## src/sv/rcwb_pkg.sv

```systemverilog
// ----------------------------------------------------------------------------
// rcwb_pkg
// Shared constants, codes and controller/datapath interface types for the
// read coverage window binner.
// ----------------------------------------------------------------------------
package rcwb_pkg;

    localparam longint GENOME_LEN_DEF = 64'd1048576;
    localparam int     READ_SPAN_DEF  = 100;
    localparam int     COUNT_BITS_DEF = 16;

    localparam int S_TDATA_W = 48;
    localparam int S_TUSER_W = 2;
    localparam int M_TDATA_W = 64;
    localparam int M_TUSER_W = 2;
    localparam int PADDR_W   = 3;

    localparam logic [1:0] MODE_ADD   = 2'd0;
    localparam logic [1:0] MODE_SCAN  = 2'd1;
    localparam logic [1:0] MODE_QUERY = 2'd2;

    localparam logic [1:0] KIND_WINDOW = 2'd0;
    localparam logic [1:0] KIND_QUERY  = 2'd1;
    localparam logic [1:0] KIND_ERROR  = 2'd2;

    localparam logic [15:0] FLAG_FWD = 16'd0;
    localparam logic [15:0] FLAG_REV = 16'd16;

    localparam logic REG_THRESHOLD = 1'b0;
    localparam logic REG_WINDOW    = 1'b1;

    typedef struct packed {
        logic ready;
        logic load;
        logic clr_step;
        logic add_init;
        logic add_rd;
        logic sum_init;
        logic sum_rd;
        logic div_init;
        logic div_step;
        logic win_set;
        logic win_adv;
        logic finish;
        logic q_rd;
        logic res_err;
        logic res_win;
        logic res_query;
        logic push;
    } cmd_t;

    typedef struct packed {
        logic       clr_last;
        logic [1:0] mode;
        logic       flag_fwd;
        logic       flag_rev;
        logic       range_err;
        logic       cnt_zero;
        logic       at_end;
        logic       div_done;
        logic       e_beyond;
        logic       keep_win;
        logic       finished;
        logic       out_free;
    } status_t;

endpackage

```

## src/sv/rcwb_regs.sv

```systemverilog
// ----------------------------------------------------------------------------
// rcwb_regs
// APB configuration registers: threshold and window size.
// ----------------------------------------------------------------------------
module rcwb_regs (
    input  logic                         aclk,
    input  logic                         aresetn,
    input  logic                         psel,
    input  logic                         penable,
    input  logic                         pwrite,
    input  logic [rcwb_pkg::PADDR_W-1:0] paddr,
    input  logic [31:0]                  pwdata,
    output logic [31:0]                  prdata,
    output logic                         pready,
    output logic [31:0]                  threshold,
    output logic [15:0]                  win_len
);

    logic [31:0] threshold_reg;
    logic [15:0] window_reg;
    logic        wr_en;

    assign pready = 1'b1;
    assign wr_en  = psel && penable && pwrite && pready;

    always_ff @(posedge aclk) begin
        if (!aresetn) begin
            threshold_reg <= '0;
            window_reg    <= 16'd1;
        end else if (wr_en) begin
            if (paddr[2] == rcwb_pkg::REG_THRESHOLD) begin
                threshold_reg <= pwdata;
            end else begin
                window_reg <= pwdata[15:0];
            end
        end
    end

    always_comb begin
        if (paddr[2] == rcwb_pkg::REG_THRESHOLD) begin
            prdata = threshold_reg;
        end else begin
            prdata = {16'd0, window_reg};
        end
    end

    assign threshold = threshold_reg;
    assign win_len   = window_reg;

endmodule

```

## config.mk

```make
export PLATFORM = sky130hd
export DESIGN_NAME = rcwb_regs
export DESIGN_NICKNAME = d
export VERILOG_FILES = /design/src/sv/rcwb_pkg.sv /design/src/sv/rcwb_regs.sv
export SDC_FILE = /design/constraint.sdc
export NUM_CORES = 1
export LEC_CHECK = 0
export ABC_CLOCK_PERIOD_IN_PS = 1800
export BUFFER_PORTS_ARGS = -buffer_cell sky130_fd_sc_hd__buf_2
export CORE_UTILIZATION = 25
export CTS_CLUSTER_SIZE = 28
export DETAILED_ROUTE_END_ITERATION = 8
export GPL_TIMING_DRIVEN = 0
export RECOVER_POWER = 25
export SLEW_MARGIN = 20
export SYNTH_ARGS = -nofsm -noshare
export SYNTH_HDL_FRONTEND = slang
export SYNTH_SLANG_ARGS = --single-unit
```

## constraint.sdc

```tcl
create_clock -name aclk -period 1.8 [get_ports aclk]
set_input_delay 0.36 -clock aclk [delete_from_list [all_inputs] [get_ports aclk]]
set_output_delay 0.36 -clock aclk [all_outputs]
set_load 0.005 [all_outputs]
```

==> results of run 1 <==
report_power, final:
part,total (W),internal (W),switching [W]
Sequential,0.00110,0.00108,0.0000165
Combinational,0.000225,0.000108,0.000118
Clock,0.000800,0.000419,0.000381
Total,0.00213,0.00161,0.000515
final timing paths:
path,endpoint
max,prdata[12]
min,threshold[25]
max reg2reg,win_len[9]
min reg2reg,threshold[30]
synth_stat cells, drive strengths merged:
library cell / count / area share (%)
and4b: 1 / 0.46
buf: 10 / 4.6
clkbuf: 9 / 1.5
conb: 1 / 0.17
dfxtp: 48 / 44
mux2: 16 / 8.2
mux2i: 48 / 22
nand2: 79 / 14
nand4: 1 / 0.57
nor2b: 18 / 5.1
through the flow:
stage	power, W	setup WS [ns]	cells
4_1_cts	0.00217	0.193	459
3_3_place_gp	0.00136	0.214	451
2_1_floorplan	0.00125	0.432	231
5_1_grt	0.00224	0.148	459
6_report	0.00213	0.212	459
3_5_place_dp	0.00136	0.198	451
critical path, delay by kind of cell:
family | cells | cell delay (ns)
buffers and inverters | 3 | 0.50
multiplexers | 1 | 0.36
area by class of cell:
class / instances / area share [%]
buffer: 19 / 3.44
sequential: 48 / 32.2
tap: 105 / 4.41
clock inverter: 3 / 1.55
timing repair buffer: 115 / 19.3
clock buffer: 5 / 2.31
multi-input combinational: 164 / 36.8
routing by layer:
| metal | routed length (um) | up-vias | track usage [%] |
|---|---|---|---|
| li1 | - | 993 | - |
| met1 | 2690 | 897 | 16.1 |
| met4 | 41 | 0 | 3.11 |
| met2 | 2740 | 73 | 22.6 |
| met5 | 0 | - | 0 |
| met3 | 353 | 5 | 2.87 |
kinds of logic (layout without fill, tap and decap cells):
logic type    after synthesis  in the layout  share of synthesized area (%)
buf+inv                    19            142                           6.16
flops                      48             48                           43.8
simple gates               99             99                           19.7
other cells                 1              1                          0.171
mux                        64             64                           30.1
==> results.py, run 1 <==
metrics = {
    "routing": {
        "drtIter0Drc": 73,
        "num_vias": 1968,
        "wirelength_um": 5830,
        "drt_pre_antenna_iters": 4,
        "detailed_route_vias_per_instance": 4.29,
        "drcViolationCount": 0,
        "detail-route-antenna-nets": 0,
        "route.detailed.wl_per_inst_um": 12.7,
    },
    "finish": {
        "postLayoutCoreUtil_pct": 35.7,
        "sequential_cell_area_um2": 961,
        "post-route-cell-area_um2": 2980,
        "diode_count": 0,
        "layout.filler_cells": 880,
        "mostFrequentLayoutCell": "buf_2",
        "area_growth_syn_to_layout_pct": 36.0,
        "num-nets-final": 393,
        "commonest_non_fill_non_tap_cells_in_the_layout": "buf_2 (117), nand2_1 (79), mux2i_1 (48), dfxtp_1 (48), nor2b_1 (18)",
        "multi_input_gate_area_in_the_final_layout_um2": 1100,
        "flip_flop_count_of_the_largest_register_all_copies_and_words_added": 32,
        "drive_above_1_share_pct": 41.2,
    },
    "worst_setup_path": {
        "timing.critical_path.from_type": "primary input",
        "reg2reg_setup_slack_ns": 1.14,
        "cp_slowest_stage_delay_ns": 0.36,
        "rr_worst_depth": 2,
        "worst_setup_path_end_kind": "primary output",
        "path_cells": "buf_6 -> buf_2 -> mux2_2 -> buf_2",
        "cp_data_arrival_time_ns": 1.23,
        "cp_data_required_time_ns": 1.44,
        "r2r_start": "win_len[9]",
        "crit_type": "in2out",
        "timing.critical_path.mode_cell": "buf_2",
        "critical-path-slowest-cell": "mux2_2",
        "worstSetupStartpoint": "paddr[2]",
        "critPathMaxFanout": 10,
    },
    "clock_network": {
        "clkTransAtPathRegs_ns": 0.09,
        "cts_hold_buffers": 0,
        "clock_latency_ns": 0.30,
        "tritoncts_clock_tree": "built",
        "clock_tree.buffer_depth": 2,
        "tritoncts_num_sinks": 48,
        "cts.repair.resized": 0,
        "cts_made_buffers": 5,
        "htree_levels": 2,
        "cts-root-buf": "clkbuf_8",
        "cts.repair_timing.setup_buffer_count": 0,
    },
    "floorplanning": {
        "i_o_pin_count": 121,
        "die_height_um": 95.6,
        "initial_core_util_pct": 26.3,
        "design.die.area_um2": 9150,
        "placement_rows": 33,
        "core_region_area_um2": 8340,
        "die_w_um": 95.6,
    },
    "synth": {
        "synth.lib_cells_used.distinct": 13,
        "syn_area_per_cell_um2": 9.49,
        "synth_seq_area_share_pct": 43.8,
        "yosys_warnings": 0,
        "ys_ff_latch": 48,
        "total_standard_cell_area_after_synthesis_um2": 2190,
        "syn_inst": 231,
        "synth.net_count": 271,
    },
    "pwr": {
        "ir_drop_uv": 296,
        "power.static_leakage_nw": 1.56,
        "pwr_density_cell_nw_per_um2": 713,
    },
    "run_status": {
        "outcome": "complete, no violations",
    },
    "global_routing": {
        "largest_net_degree_at_the_start_of_global_routing": 17,
        "grt_usage_pct": 13.0,
        "first_pass_grt_wire_length_um": 9000,
        "number_of_global_route_vias_before_repair": 1851,
        "number_of_antenna_violations_at_the_first_check_in_global_routing": 0,
        "global_route.overflow_total": 0,
    },
    "sta": {
        "layout_min_cycle_time_ns": 1.59,
        "slew-limit-headroom_pct": 49.8,
        "min_period_over_period_pct": 88.2,
        "setup_viol": 0,
        "timing.fmax_mhz": 630,
        "finalSetupTns_ns": 0,
        "finalHoldViolations": 0,
        "timing.final.max_slew_violations": 0,
        "hold-worst-slack_ns": 0.295,
        "setup_repair_after_global_routing_missed_its_margin": "false",
        "timing.clock.skew_ns": 0,
        "tightest_slew_ns": 0.753,
    },
    "min_path": {
        "min_path_type": "in2reg",
        "hold_path_depth": 3,
        "min_from": "pwdata[25]",
    },
    "job": {
        "drv.max_cap_violation_count": 0,
    },
    "place": {
        "place.port_buffers": 115,
        "detailed_place_hpwl_um": 4330,
        "cell_area_reported_after_detailed_placement_um2": 2900,
        "gp_routability_congestion": 0.681,
    },
}
No activity file was read; power rests on OpenSTA's default activity.
==> run 2: changes to the inputs <==
Settings changed: CORE_MARGIN set to 3, CTS_CLUSTER_DIAMETER set to 60, PLACE_DENSITY set to 0.59.
==> results.py, run 2 (synthesis results as in run 1) <==
metrics = {
    "floorplanning": {
        "i_o_pin_count": 121,
        "die_w_um": 99.6,
        "initial_core_util_pct": 26.2,
        "die_height_um": 99.6,
        "placement_rows": 33,
        "core_region_area_um2": 8380,
        "design.die.area_um2": 9930,
    },
    "finish": {
        "mostFrequentLayoutCell": "buf_2",
        "num-nets-final": 393,
        "multi_input_gate_area_in_the_final_layout_um2": 1100,
        "layout.filler_cells": 908,
        "drive_above_1_share_pct": 41.2,
        "sequential_cell_area_um2": 961,
        "area_growth_syn_to_layout_pct": 35.5,
        "post-route-cell-area_um2": 2970,
        "flip_flop_count_of_the_largest_register_all_copies_and_words_added": 32,
        "postLayoutCoreUtil_pct": 35.4,
        "diode_count": 0,
        "commonest_non_fill_non_tap_cells_in_the_layout": "buf_2 (117), nand2_1 (79), mux2i_1 (48), dfxtp_1 (48), nor2b_1 (18)",
    },
    "clock_network": {
        "cts.repair_timing.setup_buffer_count": 0,
        "htree_levels": 2,
        "clkTransAtPathRegs_ns": 0.08,
        "cts-root-buf": "clkbuf_8",
        "clock_latency_ns": 0.29,
        "tritoncts_num_sinks": 48,
        "tritoncts_clock_tree": "built",
        "cts.repair.resized": 0,
        "cts_made_buffers": 5,
        "clock_tree.buffer_depth": 2,
        "cts_hold_buffers": 0,
    },
    "worst_setup_path": {
        "timing.critical_path.from_type": "primary input",
        "rr_worst_depth": 2,
        "reg2reg_setup_slack_ns": 1.16,
        "cp_data_required_time_ns": 2.02,
        "cp_data_arrival_time_ns": 1.83,
        "crit_type": "in2reg",
        "critPathMaxFanout": 10,
        "r2r_start": "win_len[0]",
        "r2r-end": "win_len[0]",
        "worst_setup_path_end_kind": "flop",
    },
    "routing": {
        "detail-route-antenna-nets": 0,
        "route.detailed.wl_per_inst_um": 13.2,
        "drtIter0Drc": 23,
        "num_vias": 1971,
        "wirelength_um": 6040,
        "drt_pre_antenna_iters": 4,
        "detailed_route_vias_per_instance": 4.29,
        "drcViolationCount": 0,
    },
    "place": {
        "cell_area_reported_after_detailed_placement_um2": 2900,
        "detailed_place_hpwl_um": 4610,
        "place.port_buffers": 115,
        "gp_routability_congestion": 0.713,
        "place_worst_setup_slack_ns": 0.194,
    },
    "pwr": {
        "ir_drop_uv": 269,
        "power.static_leakage_nw": 1.54,
        "pwr_density_cell_nw_per_um2": 671,
    },
    "sta": {
        "timing.fmax_mhz": 621,
        "finalSetupTns_ns": 0,
        "slew-limit-headroom_pct": 48.8,
        "hold-worst-slack_ns": 0.304,
        "min_period_over_period_pct": 89.5,
        "setup_slack_ns": 0.189,
        "setup_viol": 0,
        "layout_min_cycle_time_ns": 1.61,
        "finalHoldViolations": 0,
        "setup_repair_after_global_routing_missed_its_margin": "false",
        "timing.clock.skew_ns": 0,
        "timing.final.max_slew_violations": 0,
        "tightest_slew_ns": 0.767,
    },
    "global_routing": {
        "number_of_global_route_vias_before_repair": 1905,
        "largest_net_degree_at_the_start_of_global_routing": 14,
        "grt_usage_pct": 12.1,
        "number_of_antenna_violations_at_the_first_check_in_global_routing": 0,
        "first_pass_grt_wire_length_um": 9640,
        "global_route.overflow_total": 0,
    },
    "run_status": {
        "outcome": "complete, no violations",
    },
    "min_path": {
        "hold_path_depth": 3,
        "min_to": "threshold[18]",
        "min_from": "pwdata[18]",
        "min_path_type": "in2reg",
    },
    "job": {
        "drv.max_cap_violation_count": 0,
    },
}
## run 2: cell types whose count changed in the layout (fill, tap and decap cells not counted)
cell / delta
buf_8: +2
bufinv_16: -1
clkbuf_1: +1
clkbuf_8: +1
clkinvlp_4: -1
dlymetal6s2s_1: -1
inv_6: -1
## run 2: critical path: stages
cell and delay, ns:
buf_6 0.11, and4b_1 0.24, clkbuf_2 0.23, clkbuf_1 0.61
mux2i_1 0.26
## run 2: through the flow
step                      power, W  std cells
after floorplan            0.00125        231
after global placement     0.00136        451
after detailed placement   0.00136        451
after CTS                  0.00203        459
after global routing       0.00210        459
final                      0.00199        459
## run 2: worst max-delay path by stage
stage | startpoint | endpoint | slack (ns)
3_5_place_dp | paddr[2] | prdata[6] | 0.19
4_1_cts | paddr[2] | prdata[6] | 0.19
6_report | paddr[2] | threshold[19] | 0.19
2_1_floorplan | paddr[2] | prdata[10] | 0.43
5_1_grt | paddr[2] | threshold[20] | 0.1
3_3_place_gp | paddr[2] | prdata[12] | 0.21
## run 2: layout make-up
type                            instances  share of cell area, %
Tap cell                              105                   4.42
Clock buffer                            8                   3.03
Multi-Input combinational cell        164                   36.9
Buffer                                 19                   3.92
Timing Repair Buffer                  115                   19.4
Sequential cell                        48                   32.4
## run 2: power by group
| part | total [W] | switching [W] | internal, W |
|---|---|---|---|
| sequential | 0.00110 | 0.0000163 | 0.00108 |
| clock | 0.000664 | 0.000350 | 0.000314 |
| combinational | 0.000228 | 0.000119 | 0.000109 |
## run 2: per-layer routing
metal	share of wire, %	GRT usage (%)
met3	7.2	3.37
met2	45	19.1
met4	1.1	3.15
met1	47	16.3
met5	0	0
==> run 3: changes to the inputs <==
Settings changed: ABC_CLOCK_PERIOD_IN_PS 1800 to 1700, BUFFER_PORTS_ARGS -buffer_cell sky130_fd_sc_hd__buf_2 to -buffer_cell sky130_fd_sc_hd__buf_4.
Clock period 1.8 ns to 1.7 ns, I/O delays scaled along.
==> results.py, run 3 (synthesis results as in run 1) <==
metrics = {
    "routing": {
        "route.detailed.wl_per_inst_um": 13.6,
        "num_vias": 2000,
        "drcViolationCount": 0,
        "detailed_route_vias_per_instance": 4.37,
        "drt_pre_antenna_iters": 4,
        "drtIter0Drc": 40,
        "detail-route-antenna-nets": 0,
        "wirelength_um": 6210,
    },
    "place": {
        "detailed_place_hpwl_um": 4750,
        "place_worst_setup_slack_ns": 0.123,
        "place.port_buffers": 115,
        "dp.cells": 451,
        "cell_area_reported_after_detailed_placement_um2": 3190,
        "gp_routability_congestion": 0.705,
    },
    "run_status": {
        "outcome": "complete, no violations",
    },
    "finish": {
        "diode_count": 0,
        "num-nets-final": 393,
        "area_growth_syn_to_layout_pct": 47.5,
        "post-route-cell-area_um2": 3230,
        "layout.filler_cells": 861,
        "mostFrequentLayoutCell": "buf_4",
        "final_cell_count_no_fill": 458,
        "drive_above_1_share_pct": 41.1,
        "flip_flop_count_of_the_largest_register_all_copies_and_words_added": 32,
        "commonest_non_fill_non_tap_cells_in_the_layout": "buf_4 (116), nand2_1 (79), mux2i_1 (48), dfxtp_1 (48), nor2b_1 (18)",
    },
    "global_routing": {
        "largest_net_degree_at_the_start_of_global_routing": 14,
        "grt_usage_pct": 12.2,
        "global_route.overflow_total": 0,
        "number_of_antenna_violations_at_the_first_check_in_global_routing": 0,
        "first_pass_grt_wire_length_um": 9840,
        "number_of_global_route_vias_before_repair": 1989,
    },
    "worst_setup_path": {
        "reg2reg_setup_slack_ns": 1.03,
        "r2r-end": "win_len[15]",
        "crit_type": "in2out",
        "critPathMaxFanout": 10,
        "worst_setup_path_end_kind": "primary output",
        "worst_setup_endpoint": "prdata[10]",
        "rr_worst_depth": 2,
        "r2r_start": "win_len[15]",
        "cp_data_required_time_ns": 1.36,
        "timing.critical_path.from_type": "primary input",
        "worstSetupStartpoint": "paddr[2]",
        "cp_data_arrival_time_ns": 1.22,
    },
    "clock_network": {
        "cts.repair.resized": 0,
        "tritoncts_clock_tree": "built",
        "cts_hold_buffers": 0,
        "cts-root-buf": "clkbuf_8",
        "cts_made_buffers": 5,
        "cts.repair_timing.setup_buffer_count": 0,
        "clock_latency_ns": 0.29,
        "tritoncts_num_sinks": 48,
        "clkTransAtPathRegs_ns": 0.08,
        "clock_tree.buffer_depth": 2,
        "htree_levels": 2,
    },
    "sta": {
        "timing.final.max_slew_violations": 0,
        "timing.fmax_mhz": 641,
        "slew-limit-headroom_pct": 50.7,
        "setup_repair_after_global_routing_missed_its_margin": "false",
        "timing.clock.skew_ns": 0,
        "layout_min_cycle_time_ns": 1.56,
        "setup_viol": 0,
        "tightest_slew_ns": 0.739,
        "min_period_over_period_pct": 91.7,
        "setup_slack_ns": 0.141,
        "finalHoldViolations": 0,
        "finalSetupTns_ns": 0,
    },
    "min_path": {
        "hold_path_depth": 3,
        "min_path_type": "in2reg",
    },
    "floorplanning": {
        "i_o_pin_count": 121,
        "placement_rows": 33,
        "design.die.area_um2": 9930,
        "core_region_area_um2": 8380,
        "die_w_um": 99.6,
        "die_height_um": 99.6,
        "initial_core_util_pct": 26.2,
    },
    "pwr": {
        "power_w": 0.00210,
        "ir_drop_uv": 266,
        "pwr_density_cell_nw_per_um2": 650,
        "power.static_leakage_nw": 1.55,
    },
    "job": {
        "drv.max_cap_violation_count": 0,
    },
}
## run 3: final cells by class
class                   instances  area [um2]  share of cell area, %
multi-input cells             164        1100                   33.9
clock inverters                 1        5.00                  0.155
clock buffers                   6        72.6                   2.24
flip-flops and latches         48         961                   29.7
plain buffers                  19         105                   3.25
well taps                     105         131                   4.06
repair buffers                115         863                   26.7
## run 3: worst min-delay path by stage
| stage | startpoint | endpoint | slack [ns] |
|---|---|---|---|
| 2_1_floorplan | threshold[16] | threshold[16] | 0.46 |
| 3_3_place_gp | threshold[17] | threshold[17] | 0.46 |
| 3_5_place_dp | threshold[17] | threshold[17] | 0.47 |
| 4_1_cts | pwdata[25] | threshold[25] | 0.28 |
| 5_1_grt | pwdata[31] | threshold[31] | 0.28 |
| 6_report | pwdata[18] | threshold[18] | 0.30 |
## run 3: routing by layer
metal	track usage (%)	vias to the layer above	share of wire (%)
met5	0	-	0
li1	-	992	-
met2	19.6	84	46
met1	16.2	917	46
met3	3.30	7	7.3
met4	2.84	0	0.76
## run 3: stage by stage
stage | hold WS [ns] | util (%)
6_report | 0.296 | 38.6
5_1_grt | 0.281 | 38.6
4_1_cts | 0.284 | 38.9
3_5_place_dp | 0.467 | 38.0
3_3_place_gp | 0.458 | 38.0
2_1_floorplan | 0.460 | -
## run 3: report_power, final
group | switching, W | internal [W]
clock | 0.000372 | 0.000281
sequential | 0.0000192 | 0.00115
combinational | 0.000127 | 0.000156
## run 3: worst max-delay path, stage by stage
cell,delay (ns)
buf_6,0.10
buf_2,0.26
mux2_2,0.37
buf_4,0.13
