==> src/sv/rcwb_pkg.sv <==
// ----------------------------------------------------------------------------
// rcwb_pkg
// Shared constants, codes and controller/datapath interface types for the
// read coverage window binner.
// ----------------------------------------------------------------------------
package rcwb_pkg;

    localparam longint GENOME_LEN_DEF = 64'd1048576;
    localparam int     READ_SPAN_DEF  = 100;
    localparam int     COUNT_BITS_DEF = 16;

    localparam int S_TDATA_W = 48;
    localparam int S_TUSER_W = 2;
    localparam int M_TDATA_W = 64;
    localparam int M_TUSER_W = 2;
    localparam int PADDR_W   = 3;

    localparam logic [1:0] MODE_ADD   = 2'd0;
    localparam logic [1:0] MODE_SCAN  = 2'd1;
    localparam logic [1:0] MODE_QUERY = 2'd2;

    localparam logic [1:0] KIND_WINDOW = 2'd0;
    localparam logic [1:0] KIND_QUERY  = 2'd1;
    localparam logic [1:0] KIND_ERROR  = 2'd2;

    localparam logic [15:0] FLAG_FWD = 16'd0;
    localparam logic [15:0] FLAG_REV = 16'd16;

    localparam logic REG_THRESHOLD = 1'b0;
    localparam logic REG_WINDOW    = 1'b1;

    typedef struct packed {
        logic ready;
        logic load;
        logic clr_step;
        logic add_init;
        logic add_rd;
        logic sum_init;
        logic sum_rd;
        logic div_init;
        logic div_step;
        logic win_set;
        logic win_adv;
        logic finish;
        logic q_rd;
        logic res_err;
        logic res_win;
        logic res_query;
        logic push;
    } cmd_t;

    typedef struct packed {
        logic       clr_last;
        logic [1:0] mode;
        logic       flag_fwd;
        logic       flag_rev;
        logic       range_err;
        logic       cnt_zero;
        logic       at_end;
        logic       div_done;
        logic       e_beyond;
        logic       keep_win;
        logic       finished;
        logic       out_free;
    } status_t;

endpackage

==> src/sv/rcwb_ctrl.sv <==
// ----------------------------------------------------------------------------
// rcwb_ctrl
// Controller: sequences clearing, read adds, window scans and queries.
// ----------------------------------------------------------------------------
module rcwb_ctrl (
    input  logic              aclk,
    input  logic              aresetn,
    input  logic              s_tvalid,
    input  rcwb_pkg::status_t st,
    output rcwb_pkg::cmd_t    cmd
);

    typedef enum logic [3:0] {
        S_CLEAR,
        S_IDLE,
        S_DECODE,
        S_ADD,
        S_ADD_WB,
        S_DIV,
        S_WIN_CHK,
        S_SUM,
        S_SUM_TAIL,
        S_WIN_END,
        S_NEXT,
        S_QRY,
        S_EMIT
    } state_t;

    state_t state_reg, state_next;

    always_ff @(posedge aclk) begin
        if (!aresetn) begin
            state_reg <= S_CLEAR;
        end else begin
            state_reg <= state_next;
        end
    end

    always_comb begin
        cmd        = '0;
        state_next = state_reg;
        unique case (state_reg)
            S_CLEAR: begin
                cmd.clr_step = 1'b1;
                if (st.clr_last) begin
                    state_next = S_IDLE;
                end
            end
            S_IDLE: begin
                cmd.ready = 1'b1;
                if (s_tvalid) begin
                    cmd.load   = 1'b1;
                    state_next = S_DECODE;
                end
            end
            S_DECODE: begin
                priority if (st.mode == rcwb_pkg::MODE_ADD) begin
                    if (!(st.flag_fwd || st.flag_rev)) begin
                        state_next = S_IDLE;
                    end else if (st.range_err) begin
                        cmd.res_err = 1'b1;
                        state_next  = S_EMIT;
                    end else begin
                        cmd.add_init = 1'b1;
                        state_next   = S_ADD;
                    end
                end else if (st.mode == rcwb_pkg::MODE_SCAN) begin
                    if (st.finished) begin
                        state_next = S_IDLE;
                    end else begin
                        cmd.div_init = 1'b1;
                        state_next   = S_DIV;
                    end
                end else if (st.mode == rcwb_pkg::MODE_QUERY) begin
                    cmd.q_rd   = 1'b1;
                    state_next = S_QRY;
                end else begin
                    state_next = S_IDLE;
                end
            end
            S_ADD: begin
                cmd.add_rd = 1'b1;
                if (st.cnt_zero) begin
                    state_next = S_ADD_WB;
                end
            end
            S_ADD_WB: begin
                state_next = S_IDLE;
            end
            S_DIV: begin
                if (st.div_done) begin
                    cmd.win_set = 1'b1;
                    state_next  = S_WIN_CHK;
                end else begin
                    cmd.div_step = 1'b1;
                end
            end
            S_WIN_CHK: begin
                if (st.e_beyond) begin
                    cmd.finish = 1'b1;
                    state_next = S_IDLE;
                end else begin
                    cmd.sum_init = 1'b1;
                    state_next   = S_SUM;
                end
            end
            S_SUM: begin
                cmd.sum_rd = 1'b1;
                if (st.at_end) begin
                    state_next = S_SUM_TAIL;
                end
            end
            S_SUM_TAIL: begin
                state_next = S_WIN_END;
            end
            S_WIN_END: begin
                cmd.win_adv = 1'b1;
                if (st.keep_win) begin
                    cmd.res_win = 1'b1;
                    state_next  = S_EMIT;
                end else begin
                    state_next = S_NEXT;
                end
            end
            S_NEXT: begin
                cmd.div_init = 1'b1;
                state_next   = S_DIV;
            end
            S_QRY: begin
                cmd.res_query = 1'b1;
                state_next    = S_EMIT;
            end
            S_EMIT: begin
                if (st.out_free) begin
                    cmd.push   = 1'b1;
                    state_next = S_IDLE;
                end
            end
            default: begin
                state_next = S_IDLE;
            end
        endcase
    end

endmodule

==> config.mk <==
export PLATFORM = sky130hd
export DESIGN_NAME = rcwb_ctrl
export DESIGN_NICKNAME = d
export VERILOG_FILES = /design/src/sv/rcwb_pkg.sv /design/src/sv/rcwb_ctrl.sv
export SDC_FILE = /design/constraint.sdc
export NUM_CORES = 1
export LEC_CHECK = 0
export BUFFER_PORTS_ARGS = -buffer_cell sky130_fd_sc_hd__buf_2
export CAP_MARGIN = 20
export CORE_MARGIN = 5
export CORE_UTILIZATION = 42
export CTS_CLUSTER_DIAMETER = 80
export DETAILED_ROUTE_END_ITERATION = 10
export MAX_ROUTING_LAYER = met4
export PLACE_DENSITY = 0.88
export SETUP_SLACK_MARGIN = 0.3
export SYNTH_ARGS = -nofsm -noshare
export SYNTH_HDL_FRONTEND = slang
export SYNTH_SLANG_ARGS = --single-unit
==> constraint.sdc <==
create_clock -name aclk -period 2 [get_ports aclk]
set_clock_uncertainty 0.1 [all_clocks]
set_input_delay 0.3 -clock aclk [delete_from_list [all_inputs] [get_ports aclk]]
set_output_delay 0.3 -clock aclk [all_outputs]
set_load 0.02 [all_outputs]
==> results.md, run 1 <==
- DR vias: 890
- Final number of setup-violating endpoints: 0
- Average routed wire per standard cell: 19.1 um
- Syn Std Cell Area: ~560 sq um
- FP Rows: 13
- CP Class: reg -> out
- Final core occ: 0.863
- DRC: 0
- Synthesis Warnings: 0
- Sequential group share of total power: 0.244
- Number of flip-flops in the largest register: 4
- EDFF count, synth: 0
- Netlist cell types: 39
- CTS tree: built
- Crit path time final: ~1.9 ns
- Share of cells above drive strength 1: 0.677
- First-pass GRT wire length: 3240 um
- First DRT Iteration DRCs: 39
- Worst slew margin: 0.651
- Worst Tran Pin Value: ~0.52 ns
- Most used DFF post-synth: dfxtp_1
- Clock latency on the worst-skew pair: 0.25 ns
- Ant. Diodes: 0
- CP max-delay cell: or4b_4
- Dominant cell type by area after synthesis: dfxtp_1
- Post-synth ARST share: 0
- Sequential element share of the synthesized area: 0.143
- Starting Density: 0.435
- Gr usage total: 0.214
- TritonRoute pass-1 iters: 4
- Pwr/cell area: 314 mW/mm^2
- Top Ports: 33
- Clk root buf: clkbuf_4
- Most frequent cells in the layout: 21 x buf_4, 19 x buf_2, 7 x buf_6, 5 x nor2_1, 5 x nor3_2
- Final worst-path cycle share: 0.975
- Net Sw Frac: 0.356
- Layout area overhead: 98.2%
- Psw: 0.000124 W
- Clk network pwr share: 0.315
- Crit path max fanout: 3
- Largest net degree at the start of global routing: 19
- Multi-input gate area in the final layout: 591 sq um
- Initial antenna violation count: 0
- Top delay family on crit path: simple AND/OR/NAND/NOR gates
- Overall power: 0.000348 W
- Vias per std cell: about 6.4
- DP HPWL: 1520 um
- GP Congestion: 0.843
- Syn Area/Cell: 7.26 sq um
- Worst-case clock buffer depth: 2
- Grt ovf: 0
- Worst path bufs/invs: 1
- Worst path max stage delay: 0.59 ns
- CP Launch Type: flop
- Max capacitance violation total: 0
- Final Hold Violating Endpoints: 0
- Die Span Y: 46.5 um
- Die area: 0.00216 sq mm
- Seq. cell area: between 80 and 90 sq um
- Core ar.: 0.00128 sq mm
- Die width: 46.5 um
- P_leak: approximately 0.48 nW
- IO buf count: 32
- Mapped Cells: just under 80
- CTS buffer count: 3
- RSZ-0062 raised after global routing: true
- Grt met1 use: 0.233
- Clock tree sinks: 4
- Area contributors post-synth: dfxtp_1 14%, nor3_1 7.2%, nand2b_1 5.6%, nor4_1 4.5%, and3_1 3.4%
- Worst Path Arrival: 1.55 ns
- TNS Setup: 0 ns
- Worst EP required: 1.60 ns
- Hold Path Class: in -> reg
- Yosys reg bits: 4
- Most common cell after layout, fill and taps aside: buf_4
- Synth Net Count: 93
- Pre-CTS WS: roughly 0.2 ns
- Fin. max-slew vios: 0
- ANT nets after route: 0
- Crit path cell chain: or4b_4 > nor3b_4 > buf_6
- Fmax achieved: 513 MHz
- Logic pwr share: 0.441
- Final WS setup: 0.0509 ns
- Routed WL: approximately 2700 um
- Cts hold-fix bufs: 0
- Vias in the first global route: 778
- Yosys top cell area share: 0.143
- # fillers: 74
- Clk slew on worst S/H paths: about 0.04 ns
- # nets final: 142
- GR peak layer: met2
- VDD IR max: approximately 0.25 mV
- CTS H-tree lvls: 1
- Pint: 0.000224 W
- GR Util met2: 0.393
- Met3 Use GR: 0.0117
- CP endpoint kind: output port
- Status: complete, no violations
## power by group through the flow
stage          clock [W]  sequential, W  combinational (W)
6_report        0.000110      0.0000851           0.000154
5_1_grt         0.000112      0.0000851           0.000162
4_1_cts         0.000103      0.0000847           0.000125
3_5_place_dp           0      0.0000886           0.000103
3_3_place_gp           0      0.0000885           0.000100
2_1_floorplan          0      0.0000879          0.0000629
## synthesized netlist by cell type, types with 2 or more instances
master	n
nand2_1	4
o21ai_0	2
nor2_1	5
nor3_1	8
buf_2	3
o22ai_1	3
inv_1	3
nand2b_1	5
nor4_1	4
dfxtp_1	4
a211oi_1	2
and3_1	3
nor2b_1	3
nor3b_1	2
clkbuf_1	2
## path summary, 6_finish.rpt
path	start	end	slack (ns)	cells past startpoint
setup reg to reg	state_reg[3]	state_reg[2]	0.20	5
hold / removal	aresetn	state_reg[0]	0.22	2
setup / recovery	state_reg[0]	cmd[4]	0.05	3
hold reg to reg	state_reg[3]	state_reg[3]	0.63	3
## metrics by stage
stage | cells | hold WS, ns | instance area [sq um]
2_1_floorplan | 77 | 0.340 | 591
3_3_place_gp | 124 | 0.481 | 785
3_5_place_dp | 124 | 0.490 | 785
4_1_cts | 134 | 0.232 | 946
5_1_grt | 139 | 0.229 | 1110
6_report | 139 | 0.225 | 1110
## layer usage
layer | up-vias | share of wire | wire, um
met5 | - | 0 | 0
li1 | 396 | - | -
met3 | 12 | 0.086 | 228
met1 | 418 | 0.37 | 985
met2 | 64 | 0.50 | 1330
met4 | 0 | 0.044 | 116
## cells by family after synthesis
group                  share of synthesized area
DFF                                        0.143
muxes                                     0.0201
and+or+nand+nor                            0.528
buffers and inverters                     0.0604
AOI/OAI and AO/OA                          0.248
## final cells by class
type	count	area share
multi-input cells	65	0.533
repair buffers	49	0.340
flip-flops and latches	4	0.0801
clock buffers	3	0.0203
well taps	15	0.0169
inverters	3	0.0102
## timing repair
item	CTS	global route
setup buffers	7	4
cloned	0	1
resized for setup	27	27
pin swaps	4	7
endpoints found under the setup margin	13	16
endpoints found under the hold margin	0	0
(Power assumes the default switching activity.)
==> run 2: changes to the inputs <==
==> constraint.sdc (replaced) <==
create_clock -name aclk -period 2 [get_ports aclk]
set_clock_uncertainty 0.1 [all_clocks]
set_input_delay 0.1 -clock aclk [delete_from_list [all_inputs] [get_ports aclk]]
set_output_delay 0.1 -clock aclk [all_outputs]
set_load 0.02 [all_outputs]
==> results.md, run 2 (synthesis results as in run 1) <==
- Layout area overhead: 51.0%
- # nets final: 132 (-7.0%)
- ANT nets after route: 0 (unchanged)
- Initial antenna violation count: 0 (unchanged)
- Die width: 46.5 um (unchanged)
- Hold Path Class: in -> reg
- Die Span Y: 46.5 um (unchanged)
- Clk slew on worst S/H paths: 0.04 ns (about the same)
- Hold depth: 3 (+1)
- P_leak: 0.388 nW (-18%)
- CP endpoint kind: output port
- Post-route cell area: 845 sq um (-24%)
- Starting Density: 0.435 (unchanged)
- DP Area: 757 sq um (-3.5%)
- IO buf count: 32 (unchanged)
- TNS Setup: 0 ns (unchanged)
- Final core occ: 0.657 (-0.205)
- Fin. max-slew vios: 0 (unchanged)
- Gr usage total: 0.210 (-0.00406)
- Clock tree sinks: 4 (unchanged)
- DRC: 0 (unchanged)
- Crit path time final: 1.75 ns (-0.202 ns)
- Status: complete, no violations
- Fmax achieved: 572 MHz (+12%)
- Routed WL: 2010 um (-24%)
- Crit Reg-Reg Endpoint: state_reg[1]
- Final number of setup-violating endpoints: 0 (unchanged)
- First DRT Iteration DRCs: 18 (-54%)
- Final worst-path cycle share: 0.873 (-0.101)
- RSZ-0062 raised after global routing: true
- Hold EP: state_reg[1]
- Core ar.: 0.00128 sq mm (unchanged)
- Vias in the first global route: 750 (-3.6%)
- GP Congestion: 0.839 (-0.49%)
- Vias per std cell: 6.21 (-3.0%)
- FP Rows: 13 (unchanged)
- Average routed wire per standard cell: 15.6 um (-19%)
- CTS tree: built
- # fillers: 106 (+43%)
- DR vias: 801 (-10%)
- Worst r2r src: state_reg[2]
- Largest net degree at the start of global routing: 12 (-7)
- Worst Tran Pin Value: 0.440 ns (-0.0815 ns)
- Ant. Diodes: 0 (unchanged)
- Die area: 0.00216 sq mm (unchanged)
- CTS H-tree lvls: 1 (unchanged)
- Clock latency on the worst-skew pair: 0.24 ns (about the same)
- Crit path max fanout: 6 (+3)
- Max capacitance violation total: 0 (unchanged)
- Top Ports: 33 (unchanged)
- R2r setup slk: 0.26 ns (+0.06 ns)
- Grt ovf: 0 (unchanged)
- CTS buffer count: 3 (unchanged)
- CP Launch Type: flop
- Number of flip-flops in the largest register: 4 (unchanged)
- CP Class: reg -> out
- DP HPWL: 1410 um (-7.0%)
- Share of cells above drive strength 1: 0.491 (-0.186)
- Worst-case clock buffer depth: 2 (unchanged)
- TritonRoute pass-1 iters: 4 (unchanged)
- Worst EP required: 1.80 ns (+0.20 ns)
- Clk root buf: clkbuf_4
- Worst slew margin: 0.699 (+0.0475)
- Worst hold start: aresetn
- Final Hold Violating Endpoints: 0 (unchanged)
- Worst Path Arrival: 1.55 ns (about the same)
- Most frequent cells in the layout: 29 x buf_2, 7 x buf_4, 6 x nor3_1, 5 x nand2b_1, 5 x nor2_1
- R2r worst-path depth: 5 (unchanged)
- Pwr/cell area: 351 mW/mm^2 (+12%)
- Most common cell after layout, fill and taps aside: buf_2
- First-pass GRT wire length: 3260 um (+0.62%)
- VDD IR max: 0.226 mV (-10%)
==> run 2: changes by cell type in the layout (fill, tap and decap cells not counted), sizes merged <==
cell / change
clkbuf: -1
buf: -9
==> run 2: cell type report <==
type / instances / area, sq um / share of cell area
clock buffer: 3 / 22.5 / 0.0267
inverter: 3 / 11.3 / 0.0133
multi-input combinational: 65 / 470 / 0.557
sequential: 4 / 90.1 / 0.107
tap: 15 / 18.8 / 0.0222
timing repair buffer: 39 / 231 / 0.274
==> run 2: what timing repair did <==
| item | in CTS | in global routing |
|---|---|---|
| pin swaps | 2 | 1 |
| resized for setup | 8 | 6 |
| setup buffers | 4 | 0 |
| hold buffers | 0 | 0 |
| setup endpoints to repair | 4 | 7 |
==> run 2: metal layers <==
metal | routed length (um) | vias to the layer above | share of wire | GRT usage
met2 | 1020 | 52 | 0.51 | 0.335
met4 | 54 | 0 | 0.027 | 0.0966
li1 | - | 376 | - | -
met1 | 724 | 365 | 0.36 | 0.240
met5 | 0 | - | 0 | -
met3 | 210 | 8 | 0.10 | 0.0586
==> run 2: worst max-delay path by stage <==
stage	startpoint	end	cells past startpoint
floorplan	state_reg[2]	state_reg[1]	4
global placement	state_reg[2]	state_reg[0]	4
detailed placement	state_reg[2]	state_reg[0]	4
CTS	state_reg[0]	state_reg[1]	5
global route	state_reg[0]	state_reg[1]	5
finish	state_reg[2]	cmd[4]	3
==> run 2: report_power, final <==
group / switching (W) / internal, W / total [W]
Clock: 0.0000321 / 0.0000670 / 0.0000991
Sequential: 0.00000451 / 0.0000827 / 0.0000872
Combinational: 0.0000605 / 0.0000499 / 0.000110
==> run 2: per-stage QoR <==
| step | total power [W] | setup WS, ns | hold slack [ns] | std cells |
|---|---|---|---|---|
| after floorplan | 0.000150 | 0.310 | 0.134 | 77 |
| after global placement | 0.000183 | 0.234 | 0.277 | 122 |
| after detailed placement | 0.000185 | 0.180 | 0.302 | 122 |
| after CTS | 0.000289 | 0.275 | 0.0544 | 129 |
| after global routing | 0.000310 | 0.186 | 0.0781 | 129 |
| final | 0.000297 | 0.253 | 0.0692 | 129 |
==> run 2: worst max-delay path, cell delays in order (launching register included) <==
cell	delay [ns]
dfxtp_4	0.36
or4b_4	0.56
nor3b_4	0.24
buf_6	0.15
==> run 3: changes to the inputs <==
--- a/config.mk
+++ b/config.mk
@@ -13,7 +13,6 @@
 export DETAILED_ROUTE_END_ITERATION = 10
 export MAX_ROUTING_LAYER = met4
 export PLACE_DENSITY = 0.88
-export SETUP_SLACK_MARGIN = 0.3
 export SYNTH_ARGS = -nofsm -noshare
 export SYNTH_HDL_FRONTEND = slang
 export SYNTH_SLANG_ARGS = --single-unit
==> results.md, run 3 (synthesis results as in run 1) <==
- Clk root buf: clkbuf_4
- Starting Density: 0.435 (unchanged)
- Sequential group share of total power: 0.331 (+0.037)
- Worst slew margin: 0.618 (-0.0811)
- Worst-case clock buffer depth: 2 (unchanged)
- Final worst-path cycle share: 0.930 (+0.0567)
- DR vias: 758 (-5.4%)
- Crit path time final: 1.86 ns (+0.113 ns)
- Net Sw Frac: 0.329 (+0.00214)
- Crit path max fanout: 12 (+6)
- RSZ-0062 raised after global routing: false
- P_leak: 0.366 nW (-5.7%)
- CTS H-tree lvls: 1 (unchanged)
- Largest net degree at the start of global routing: 18 (+6)
- Max capacitance violation total: 0 (unchanged)
- Hold Path Class: in -> reg
- ANT nets after route: 0 (unchanged)
- Placed cells: 124 (+1.6%)
- Fmax achieved: 538 MHz (-6.1%)
- Clk slew on worst S/H paths: 0.04 ns (about the same)
- Pint: 0.000191 W (-4.5%)
- Pwr/cell area: 366 mW/mm^2 (+4.1%)
- Clock latency on the worst-skew pair: 0.24 ns (about the same)
- Die width: 46.5 um (unchanged)
- CP Launch Type: flop
- TritonRoute pass-1 iters: 4 (unchanged)
- CTS tree: built
- Routed WL: 1800 um (-10%)
- Clock tree sinks: 4 (unchanged)
- Psw: 0.0000936 W (-3.6%)
- Layout area overhead: 38.9%
- DP HPWL: 1420 um (+0.21%)
- CTS buffer count: 3 (unchanged)
- IO buf count: 32 (unchanged)
- First DRT Iteration DRCs: 25 (+7)
- CP endpoint kind: output port
- Die Span Y: 46.5 um (unchanged)
- Final number of setup-violating endpoints: 0 (unchanged)
- Post-CTS Setup Inserts: 0 (-4)
- Top Ports: 33 (unchanged)
- TNS Setup: 0 ns (unchanged)
- Ant. Diodes: 0 (unchanged)
- Worst Tran Pin Value: 0.559 ns (+0.119 ns)
- Status: complete, no violations
- DRC: 0 (unchanged)
- Min Hold Slack: 0.0383 ns (-0.0309 ns)
- Post-CTS Resized: 0 (-8)
- Fin. max-slew vios: 0 (unchanged)
- First-pass GRT wire length: 2790 um (-15%)
- GP Congestion: 0.809 (-3.6%)
- Average routed wire per standard cell: 14.2 um (-8.8%)
- Cts hold-fix bufs: 0 (unchanged)
- Vias in the first global route: 711 (-5.2%)
- Initial antenna violation count: 0 (unchanged)
- Worst EP required: 1.80 ns (about the same)
- Share of cells above drive strength 1: 0.411 (-0.0805)
- Final Hold Violating Endpoints: 0 (unchanged)
- Gr usage total: 0.178 (-0.0318)
- Clk network pwr share: 0.356 (+0.022)
- VDD IR max: 0.214 mV (-5.4%)
- FP Rows: 13 (unchanged)
- Die area: 0.00216 sq mm (unchanged)
- Vias per std cell: 5.97 (-3.9%)
- # nets final: 130 (-1.5%)
- Grt ovf: 0 (unchanged)
- Number of flip-flops in the largest register: 4 (unchanged)
- Core ar.: 0.00128 sq mm (unchanged)
- Most frequent cells in the layout: 32 x buf_2, 8 x nor3_1, 5 x nand2b_1, 5 x nor2_1, 5 x buf_4
- Most common cell after layout, fill and taps aside: buf_2
- CP Class: reg -> out
- Non-Filler Instances: 127 (-1.6%)
- Worst Path Arrival: 1.66 ns (+0.11 ns)
- Logic pwr share: 0.313 (-0.059)
-- run 3: stage by stage --
step                      total power [W]  utilization  cell area (sq um)  worst slack [ns]
after CTS                        0.000281        0.604                776            0.0622
after detailed placement         0.000181        0.586                753             0.214
final                            0.000284        0.605                777             0.140
after floorplan                  0.000147            -                559             0.187
after global routing             0.000296        0.605                777            0.0850
after global placement           0.000179        0.586                753             0.265
-- run 3: final cells by class --
type / instances / area [sq um]
Timing Repair Buffer: 37 / 198
Fill cell: 122 / 508
Sequential cell: 4 / 81.3
Multi-Input combinational cell: 65 / 445
Inverter: 3 / 11.3
Clock buffer: 3 / 22.5
Tap cell: 15 / 18.8
-- run 3: per-layer routing --
layer,part of all wire,wire length (um),track usage,vias to the layer above
met5,0,0,-,-
met4,0.027,48,0.0739,0
met3,0.073,131,0.0273,6
met2,0.47,852,0.297,36
met1,0.43,769,0.210,346
li1,-,-,-,370
-- run 3: power groups by stage --
stage               sequential (W)  clock (W)  combinational [W]
floorplan                0.0000879          0          0.0000592
global placement         0.0000934          0          0.0000855
detailed placement       0.0000940          0          0.0000875
CTS                      0.0000928  0.0000994          0.0000886
global route             0.0000949   0.000104          0.0000970
finish                   0.0000940   0.000101          0.0000890
-- run 3: final timing paths --
check	to	slack, ns	depth (start not counted)	startpoint
setup / recovery	cmd[4]	0.14	3	state_reg[3]
hold / removal	state_reg[0]	0.04	2	aresetn
hold reg to reg	state_reg[1]	0.56	3	state_reg[1]
setup reg to reg	state_reg[0]	0.20	4	state_reg[3]
-- run 3: worst max-delay path, stage by stage (launching register included) --
cell and delay, ns:
dfxtp_1 0.42, or4b_4 0.57, nor3b_4 0.23, buf_2 0.20
